<file path="src/rtl/gpio_be_pkg.sv">
// Shared types and constants for the GPIO bank with edge events.
package gpio_be_pkg;

  // Default sizing of the bank
  localparam int NUM_PINS_DEF  = 64;
  localparam int BANK_BITS_DEF = 32;
  localparam int MODE_BITS_DEF = 3;

  // Number of function-select words in the word map
  localparam int FSEL_WORDS = 7;

  // Payload widths of the stream channels
  localparam int OPCODE_W   = 2;
  localparam int WORD_W     = 5;
  localparam int DATA_W     = 32;
  localparam int PINS_W     = 64;
  localparam int IN_TDATA_W  = 104;
  localparam int OUT_TDATA_W = 104;

  // Kind of transfer on the input channel
  typedef enum logic [OPCODE_W-1:0] {
    OP_READ  = 2'd0,
    OP_WRITE = 2'd1,
    OP_TICK  = 2'd2
  } opcode_t;

  // Register word map
  localparam logic [WORD_W-1:0] W_FSEL_FIRST = 5'd0;
  localparam logic [WORD_W-1:0] W_FSEL_LAST  = 5'd6;
  localparam logic [WORD_W-1:0] W_SET0       = 5'd7;
  localparam logic [WORD_W-1:0] W_SET1       = 5'd8;
  localparam logic [WORD_W-1:0] W_CLR0       = 5'd9;
  localparam logic [WORD_W-1:0] W_CLR1       = 5'd10;
  localparam logic [WORD_W-1:0] W_LEV0       = 5'd11;
  localparam logic [WORD_W-1:0] W_LEV1       = 5'd12;
  localparam logic [WORD_W-1:0] W_EDS0       = 5'd13;
  localparam logic [WORD_W-1:0] W_EDS1       = 5'd14;
  localparam logic [WORD_W-1:0] W_REN0       = 5'd15;
  localparam logic [WORD_W-1:0] W_REN1       = 5'd16;
  localparam logic [WORD_W-1:0] W_FEN0       = 5'd17;
  localparam logic [WORD_W-1:0] W_FEN1       = 5'd18;

endpackage

</file>
<file path="src/rtl/gpio_bank_with_edge_events.sv">
// GPIO bank: set/clear output latch, function select, edge event detect.
//
// Each input transfer is a register read, a register write or a pin sample
// tick, selected by s_tuser. Every transfer yields exactly one result transfer
// carrying the read word (zero unless a read), the output latch and an event
// pending flag, all as they stand after that transfer. The block takes one
// transfer per cycle while the result side is not stalled: all decoding and the
// mask updates sit between the input port and one result register, and a new
// transfer is taken whenever that register is empty or being drained. Pin
// groups of the set, clr, lev, eds, ren and fen words are split into two banks
// of BANK_BITS pins each; function-select fields are packed BANK_BITS/MODE_BITS
// to a word. The first tick after reset compares against an all-low sample.
module gpio_bank_with_edge_events
  import gpio_be_pkg::*;
#(
  parameter int NUM_PINS  = NUM_PINS_DEF,
  parameter int BANK_BITS = BANK_BITS_DEF,
  parameter int MODE_BITS = MODE_BITS_DEF
) (
  input  logic                   clk,
  input  logic                   rst,
  input  logic                   s_tvalid,
  output logic                   s_tready,
  // word_index [4:0], write_data [36:5], pin_levels [100:37], zero pad above
  input  logic [IN_TDATA_W-1:0]  s_tdata,
  // opcode [1:0]
  input  logic [OPCODE_W-1:0]    s_tuser,
  output logic                   m_tvalid,
  input  logic                   m_tready,
  // read_data [31:0], pin_drive [95:32], event_pending [96], zero pad above
  output logic [OUT_TDATA_W-1:0] m_tdata
);

  localparam int FIELDS = BANK_BITS / MODE_BITS;

  // Unpacked input fields
  opcode_t           opcode;
  logic [WORD_W-1:0] word_index;
  logic [DATA_W-1:0] write_data;
  logic [PINS_W-1:0] pin_levels;

  // Architectural state
  logic [NUM_PINS-1:0]  output_latch;
  logic [NUM_PINS-1:0]  rise_enable;
  logic [NUM_PINS-1:0]  fall_enable;
  logic [NUM_PINS-1:0]  event_status;
  logic [NUM_PINS-1:0]  previous_levels;
  logic [MODE_BITS-1:0] function_select [NUM_PINS];

  logic [NUM_PINS-1:0]  output_latch_next;
  logic [NUM_PINS-1:0]  rise_enable_next;
  logic [NUM_PINS-1:0]  fall_enable_next;
  logic [NUM_PINS-1:0]  event_status_next;
  logic [NUM_PINS-1:0]  previous_levels_next;
  logic [MODE_BITS-1:0] function_select_next [NUM_PINS];

  // Result register
  logic [DATA_W-1:0]   read_data;
  logic [NUM_PINS-1:0] pin_drive;
  logic                event_pending;
  logic [DATA_W-1:0]   read_data_next;

  // Bank helpers
  logic                bank;
  logic [PINS_W-1:0]   data_low;
  logic [PINS_W-1:0]   ones_low;
  logic [NUM_PINS-1:0] bank_data;
  logic [NUM_PINS-1:0] bank_mask;
  logic [DATA_W-1:0]   fsel_word [FSEL_WORDS];

  logic take;

  assign opcode     = opcode_t'(s_tuser);
  assign word_index = s_tdata[4:0];
  assign write_data = s_tdata[36:5];
  assign pin_levels = s_tdata[100:37];

  // Accept whenever the result register is free or draining
  assign s_tready = !m_tvalid || m_tready;
  assign take     = s_tvalid && s_tready;

  // Every group maps its lower bank to the odd word
  assign bank     = !word_index[0];
  assign data_low = PINS_W'(write_data[BANK_BITS-1:0]);
  assign ones_low = PINS_W'({BANK_BITS{1'b1}});
  assign bank_data = bank ? NUM_PINS'(data_low << BANK_BITS) : NUM_PINS'(data_low);
  assign bank_mask = bank ? NUM_PINS'(ones_low << BANK_BITS) : NUM_PINS'(ones_low);

  // Gather the function-select read words from fixed pin positions
  always_comb begin
    int pin;
    for (int w = 0; w < FSEL_WORDS; w++) begin
      fsel_word[w] = '0;
      for (int k = 0; k < FIELDS; k++) begin
        pin = w * FIELDS + k;
        if (pin < NUM_PINS) begin
          fsel_word[w][k*MODE_BITS +: MODE_BITS] = function_select[pin];
        end
      end
    end
  end

  // Select the read word
  function automatic logic [DATA_W-1:0] bank_read(input logic [NUM_PINS-1:0] bits,
                                                  input logic sel);
    logic [PINS_W-1:0] ext;
    ext = PINS_W'(bits);
    if (sel) begin
      ext = ext >> BANK_BITS;
    end
    return DATA_W'(ext[BANK_BITS-1:0]);
  endfunction

  always_comb begin
    read_data_next = '0;
    if (opcode == OP_READ) begin
      case (word_index) inside
        [W_FSEL_FIRST:W_FSEL_LAST]: read_data_next = fsel_word[word_index[2:0]];
        [W_LEV0:W_LEV1]:            read_data_next = bank_read(previous_levels, bank);
        [W_EDS0:W_EDS1]:            read_data_next = bank_read(event_status, bank);
        [W_REN0:W_REN1]:            read_data_next = bank_read(rise_enable, bank);
        [W_FEN0:W_FEN1]:            read_data_next = bank_read(fall_enable, bank);
        default:                    read_data_next = '0;
      endcase
    end
  end

  // Apply writes and ticks to the state
  always_comb begin
    int pin;
    output_latch_next    = output_latch;
    rise_enable_next     = rise_enable;
    fall_enable_next     = fall_enable;
    event_status_next    = event_status;
    previous_levels_next = previous_levels;
    for (int p = 0; p < NUM_PINS; p++) begin
      function_select_next[p] = function_select[p];
    end
    case (opcode)
      OP_WRITE: begin
        case (word_index) inside
          [W_FSEL_FIRST:W_FSEL_LAST]: begin
            for (int w = 0; w < FSEL_WORDS; w++) begin
              for (int k = 0; k < FIELDS; k++) begin
                pin = w * FIELDS + k;
                if (pin < NUM_PINS && word_index == WORD_W'(w)) begin
                  function_select_next[pin] = write_data[k*MODE_BITS +: MODE_BITS];
                end
              end
            end
          end
          [W_SET0:W_SET1]: output_latch_next = output_latch | bank_data;
          [W_CLR0:W_CLR1]: output_latch_next = output_latch & ~bank_data;
          [W_EDS0:W_EDS1]: event_status_next = event_status & ~bank_data;
          [W_REN0:W_REN1]: rise_enable_next  = (rise_enable & ~bank_mask) | bank_data;
          [W_FEN0:W_FEN1]: fall_enable_next  = (fall_enable & ~bank_mask) | bank_data;
          default: ;
        endcase
      end
      OP_TICK: begin
        event_status_next = event_status
          | (NUM_PINS'(pin_levels) & ~previous_levels & rise_enable)
          | (~NUM_PINS'(pin_levels) & previous_levels & fall_enable);
        previous_levels_next = NUM_PINS'(pin_levels);
      end
      default: ;
    endcase
  end

  // Hold state and advance it on each accepted transfer
  always_ff @(posedge clk) begin
    if (rst) begin
      output_latch    <= '0;
      rise_enable     <= '0;
      fall_enable     <= '0;
      event_status    <= '0;
      previous_levels <= '0;
      for (int p = 0; p < NUM_PINS; p++) begin
        function_select[p] <= '0;
      end
    end else if (take) begin
      output_latch    <= output_latch_next;
      rise_enable     <= rise_enable_next;
      fall_enable     <= fall_enable_next;
      event_status    <= event_status_next;
      previous_levels <= previous_levels_next;
      for (int p = 0; p < NUM_PINS; p++) begin
        function_select[p] <= function_select_next[p];
      end
    end
  end

  // Result valid flag
  always_ff @(posedge clk) begin
    if (rst) begin
      m_tvalid <= 1'b0;
    end else if (s_tready) begin
      m_tvalid <= s_tvalid;
    end
  end

  // Result payload
  always_ff @(posedge clk) begin
    if (take) begin
      read_data     <= read_data_next;
      pin_drive     <= output_latch_next;
      event_pending <= |event_status_next;
    end
  end

  assign m_tdata = {7'd0, event_pending, PINS_W'(pin_drive), read_data};

endmodule

</file>
<file path="config.mk">
export PLATFORM = sky130hd
export DESIGN_NAME = gpio_bank_with_edge_events
export DESIGN_NICKNAME = d
export VERILOG_FILES = /design/src/rtl/gpio_be_pkg.sv /design/src/rtl/gpio_bank_with_edge_events.sv
export SDC_FILE = /design/constraint.sdc
export NUM_CORES = 1
export LEC_CHECK = 0
export ABC_AREA = 1
export BUFFER_PORTS_ARGS = -buffer_cell sky130_fd_sc_hd__buf_2
export CORE_ASPECT_RATIO = 0.6
export CORE_MARGIN = 3
export CORE_UTILIZATION = 36
export DETAILED_ROUTE_END_ITERATION = 16
export PLACE_DENSITY_LB_ADDON = 0.12
export SETUP_SLACK_MARGIN = 0.02
export SYNTH_ARGS = -nofsm -noshare
export SYNTH_HDL_FRONTEND = slang
export SYNTH_SLANG_ARGS = --single-unit
</file>
<file path="constraint.sdc">
create_clock -name clk -period 8.55 [get_ports clk]
set_input_delay 0.855 -clock clk [delete_from_list [all_inputs] [get_ports clk]]
set_output_delay 0.855 -clock clk [all_outputs]
set_load 0.1 [all_outputs]
</file>
==> impl_metrics.yaml, run 1 <==
outcome:
  status: "finished clean"
worst_hold_path:
  hp-class: "reg2reg"
  min_path_cells: 2
global_route:
  grt_pass1_vias: 23160
  grt_first_pass_wirelength_um: 153400
  grt_max_degree: 185
  grtUsageTotal: 0.2383
  grt-ovfl-total: 0
  antenna_found_initial: 7
pwr:
  seq_power_share: 0.457
  p_sw_mw: 2.139
  vdd_drop_max_mv: 0.1383
  p_total_mw: 7.227
  internal-power_mw: 5.088
  power.leakage_nw: 13.08
  p_per_area_mw_per_mm2: 219.4
  p_comb_frac: 0.151
  p_clk_frac: 0.392
  swShare: 0.2959
yosys:
  syn_area_per_cell_sq_um: 7.801
  yosysTopAreaCell: "edfxtp_1"
  yosysMostFrequentCell: "nand2_1"
  synth_top_flop_cell: "dfxtp_1"
  ys_ff_latch: 610
  yosys-top-cells-area: "edfxtp_1 30%, dfxtp_1 22%, nand2_1 10%, o21ai_0 7.6%, inv_1 5.0%"
  yosys.area_share.simple: 0.2150
  synth-compound-area-share: 0.1764
  ys_warn_count: 0
  synth_fa_ha_area_frac: 0.001288
  synth_area_sq_mm: 0.02915
  synthArstFlopShare: 0
  synth_edf_count: 289
  muxShareOfSynthArea: 0
  yosysSeqAreaShare: 0.5181
  synth_top_family_by_area: "simple AND/OR/NAND/NOR gates"
  synthXorXnorAreaFrac: 0
  yosys-top-cells-count: "782 x nand2_1, 440 x o21ai_0, 390 x inv_1, 385 x nor2_1, 321 x dfxtp_1"
  synth_top_cell_area_share: 0.2977
  synthDistinctLibCells: 38
  synth_cells: 3737
sta:
  setup_viol: 0
  period_minus_slack_ns: 4.107
  setup_ws_ns: 4.443
  min_period_over_period: 0.4804
  rsz0062_at_grt: "false"
  hold_viol: 0
  holdWs_ns: 0.4737
  worstMarginPinSlew_ns: 1.149
  slew_headroom: 0.2318
  maxSlewViolCount: 0
  clock.fmax_mhz: 243.5
  tns_ns: 0
  skew_ns: 0.01819
die:
  die_x_um: 373.4
  placement_rows: 80
  die_area_sq_mm: 0.08454
  die_y_um: 226.4
  pin_count: 216
  core_sq_mm: 0.07988
  floorplan.initialDensity: 0.3650
layout:
  drive_gt1_frac: 0.09778
  final_cell_area_sq_mm: 0.03294
  nets: 3900
  stdcell_count: 4902
  fillCellCount: 8215
  final_util: 0.4124
  synthToLayoutAreaGrowth_pct: 13.01
clock_network:
  numCtsBuffers: 58
  insertion_delay_ns: 0.64
  root_buffer: "clkbuf_16"
  postCtsHoldBufs: 0
  h-tree-depth: 2
  ctsLongestPathBuffers: 3
  cts_tree: "done"
  cts_resized: 0
  post_cts_buffers: 0
  clock_sinks: 610
  clkSlewWorstSetupHoldPaths_ns: 0.07
drt:
  antenna_left: 0
  totalWireLength_um: 103200
  drt_pre_antenna_iters: 6
  wire_per_inst_um: 21.05
  drc_errors: 0
  vias: 25480
  drt_iter0_drc: 2416
  via_per_inst: 5.198
worst_setup_path:
  critPathMaxFanout: 36
  path_cells: "buf_2 > buf_4 > inv_1 > a31oi_1 > or2_2 > buf_4 > o21ai_0 > o21ai_0 > inv_1"
  critPathArrivalTime_ns: 4.64
  cp.required_ns: 9.08
  cp_slowest_cell: "a31oi_1"
  critPathKind: "in2reg"
  end_kind: "flip-flop"
  slowest_delay_ns: 0.59
  startpoint_type: "input port"
  reg2regPathDepth: 8
placed_design:
  place_inst: 4793
  dpl.hpwl_um: 64590
  placed_cell_area_sq_mm: 0.03092
  gp_congestion: 0.8398
  io_buffers: 205
  post-place-ws_ns: 3.833
flow_run:
  maxCapViolCount: 0
## layout by cell type, fill, tap and decap left out, types with 3 or more instances in the layout
cell and count:
clkinvlp_4 6, nand3b_1 3, o21ai_0 438, inv_2 9, buf_4 40, o211ai_1 28
clkbuf_16 59, a21oi_1 260, a221oi_1 3, a22oi_1 25, nand3_1 251, inv_1 386
nand2_4 4, clkbuf_1 5, dfxtp_1 321, a31oi_1 41, clkinv_2 15, or2_2 3
nor3_1 52, o21bai_1 44, nand4_1 47, nor2_1 380, conb_1 7, clkinv_1 11
o31ai_1 12, edfxtp_1 289, buf_2 203, nand2_1 778, bufinv_16 12, o21ai_1 34
nor2_2 3, a211oi_1 37
## per-layer routing
layer | up-vias | share of wire | wire length, um | track usage
met3 | 134 | 0.069 | 7081 | 0.04046
met4 | 4 | 0.025 | 2616 | 0.06369
met1 | 11950 | 0.46 | 47730 | 0.3409
li1 | 12590 | - | - | -
met2 | 808 | 0.44 | 45740 | 0.3739
met5 | - | 0.00023 | 24 | 0
## path summary, 6_finish.rpt
| check | slack [ns] | to | start |
|---|---|---|---|
| min | 0.47 | flip-flop | flip-flop |
| min reg2reg | 0.47 | flip-flop | flip-flop |
| max | 4.44 | output_latch[41] | s_tdata[2] |
| max reg2reg | 4.84 | previous_levels[15] | m_tvalid |
## worst max-delay path, delay by kind of cell
kind | cells | cell delay, ns
AOI/OAI and AO/OA | 3 | 1.21
buffers and inverters | 5 | 1.93
and+or+nand+nor | 1 | 0.57
## kinds of logic (layout without fill, tap and decap cells)
group,Yosys count,in the layout
adder cells (fa/ha/maj),3,3
other,1,8
AND/OR/NAND/NOR,1528,1528
flip-flops,610,610
buffers and inverters,660,752
AO/OA/AOI/OAI,935,935
## final cells by class
class	instances	area (sq um)	share of cell area
sequential	610	15100	0.4585
timing repair buffer	245	1348	0.04090
clock buffer	64	1495	0.04539
clock inverter	44	526.8	0.01599
tap	1066	1334	0.04049
inverter	399	1513	0.04592
antenna	1	2.502	0.00007596
multi-input combinational	2473	11620	0.3528
## power by group through the flow
stage	registers (mW)	clock network [mW]	logic, mW
after floorplan	3.60	0	0.532
after global placement	3.37	0	1.08
after detailed placement	3.37	0	1.09
after CTS	3.31	2.88	1.09
after global routing	3.32	3.01	1.19
final	3.31	2.83	1.09
Power figures use the tool's default switching activity.
==> inputs of run 2 (changes only) <==
==> constraint.sdc (replaced) <==
create_clock -name clk -period 3.4 [get_ports clk]
set_input_delay 0.34 -clock clk [delete_from_list [all_inputs] [get_ports clk]]
set_output_delay 0.34 -clock clk [all_outputs]
set_load 0.1 [all_outputs]
==> run 2 against run 1 <==
Effect of this change: worst setup slack lost 3.5 ns; clock skew is 0.0043 ns higher; global-route usage hardly changed; non-clock buffer count rose by 67; final cell count increased by 1.5%; register-to-register slack lost 3.8 ns; flip-flop and latch count stayed put; largest cell class unchanged.
==> impl_metrics.yaml, run 2 (synthesized netlist as in run 1, its figures left out) <==
sta:
  worstMarginPinSlew_ns: 0.8233
  hold_viol: 0
  clock.fmax_mhz: 410.6
  maxSlewViolCount: 0
  holdWs_ns: 0.02514
  period_minus_slack_ns: 2.435
  skew_ns: 0.02248
  setup_viol: 0
  slew_headroom: 0.4511
  min_period_over_period: 0.7163
  rsz0062_at_grt: "false"
clock_network:
  post_cts_buffers: 0
  numCtsBuffers: 59
  root_buffer: "clkbuf_16"
  clock_sinks: 610
  h-tree-depth: 2
  ctsLongestPathBuffers: 3
  cts_tree: "done"
  insertion_delay_ns: 0.66
  postCtsHoldBufs: 24
  clkSlewWorstSetupHoldPaths_ns: 0.06
  cts_resized: 0
layout:
  nets: 3968
  synthToLayoutAreaGrowth_pct: 16.04
  stdcell_count: 4974
  drive_gt1_frac: 0.1052
  final_cell_mix: "777 x nand2_1, 438 x o21ai_0, 387 x inv_1, 383 x nor2_1, 321 x dfxtp_1"
  final_util: 0.4235
  final_common_cell: "nand2_1"
  fillCellCount: 8139
pwr:
  vdd_drop_max_mv: 0.4219
  power.leakage_nw: 13.49
  p_per_area_mw_per_mm2: 537.5
  p_total_mw: 18.18
worst_setup_path:
  critPathArrivalTime_ns: 3.00
  critPathMaxFanout: 34
  end_kind: "flip-flop"
  startpoint_type: "input port"
  critPathKind: "in2reg"
  reg2regPathDepth: 9
  cp.required_ns: 3.97
  startpoint: "m_tready"
  reg2reg_from: "m_tvalid"
  reg2reg_slack_ns: 1.02
die:
  die_y_um: 226.4
  floorplan.initialDensity: 0.3650
  core_sq_mm: 0.07988
  die_x_um: 373.4
  placement_rows: 80
  pin_count: 216
  die_area_sq_mm: 0.08454
worst_hold_path:
  min_path_cells: 3
  min-delay-start: "s_tdata[39]"
  worst_hold_path.endpoint: "previous_levels[2]"
  hp-class: "in2reg"
global_route:
  grt-ovfl-total: 0
  grt_max_degree: 150
  antenna_found_initial: 2
  grt_pass1_vias: 23880
  grt_first_pass_wirelength_um: 153900
  grtUsageTotal: 0.2380
drt:
  drc_errors: 0
  via_per_inst: 5.231
  wire_per_inst_um: 20.75
  vias: 26020
  drt_pre_antenna_iters: 7
  totalWireLength_um: 103200
  drt_iter0_drc: 2281
  antenna_left: 0
placed_design:
  place_inst: 4836
  io_buffers: 205
  dpl.hpwl_um: 67890
  gp_congestion: 0.8676
outcome:
  status: "finished clean"
flow_run:
  maxCapViolCount: 0
[run 2: cell count changes in the layout (fill, tap and decap cells not counted), moves of 3 or more]
cell | before | now
clkbuf_1 | 5 | 11
clkinv_2 | 15 | 9
nand2_2 | 1 | 4
buf_12 | 1 | 26
bufinv_16 | 12 | 8
nor2_2 | 3 | 0
nor2_1 | 380 | 383
clkbuf_8 | 0 | 4
dlygate4sd3_1 | 0 | 24
buf_4 | 40 | 58
[run 2: power breakdown]
group | total, mW | leakage, nW | switching, mW | internal (mW)
Combinational | 2.85 | 7.01 | 2.19 | 0.662
Sequential | 8.31 | 5.51 | 0.175 | 8.14
Clock | 7.02 | 0.975 | 3.04 | 3.98
Total | 18.2 | 13.5 | 5.40 | 12.8
[run 2: cell type report]
cell class                      instances  area [sq um]  share of cell area
Multi-Input combinational cell       2473         11630              0.3437
Clock buffer                           76          1623             0.04797
Sequential cell                       610         15100              0.4465
Clock inverter                         36         397.9             0.01176
Timing Repair Buffer                  312          2223             0.06573
Tap cell                             1066          1334             0.03943
Antenna cell                            2         5.005           0.0001480
Inverter                              399          1513             0.04472
[run 2: critical path, stage by stage]
cell           delay [ns]
dlygate4sd3_1        0.54
buf_2                0.12
inv_1                0.05
nand2_2              0.07
nand2_4              0.15
nor2_1               0.12
inv_1                0.52
nor2_1               0.22
nand2_2              0.17
buf_4                0.42
nand3_1              0.13
o21ai_0              0.10
[run 2: per-layer routing]
metal,vias to the layer above,wire [um],part of all wire,global-route usage
met3,117,6015,0.058,0.02728
met1,12390,48580,0.47,0.3458
met4,0,2302,0.022,0.06139
li1,12730,-,-,-
met2,780,46310,0.45,0.3782
met5,-,0,0,0
[run 2: how the worst max path moves through the flow]
stage / end / cells past startpoint
after global routing: flip-flop / 12
after global placement: event_pending / 16
final: flip-flop / 12
after floorplan: function_select[0][0] / 5
after CTS: flip-flop / 9
after detailed placement: event_pending / 13
[run 2: per-stage QoR]
step / setup TNS (ns) / instance area (sq um) / setup slack (ns)
2_1_floorplan: -5.977 / 29210 / -0.05170
3_3_place_gp: 0 / 31560 / 0.5142
3_5_place_dp: 0 / 31560 / 0.4721
4_1_cts: 0 / 33820 / 1.017
5_1_grt: 0 / 33820 / 0.8216
6_report: 0 / 33830 / 0.9647
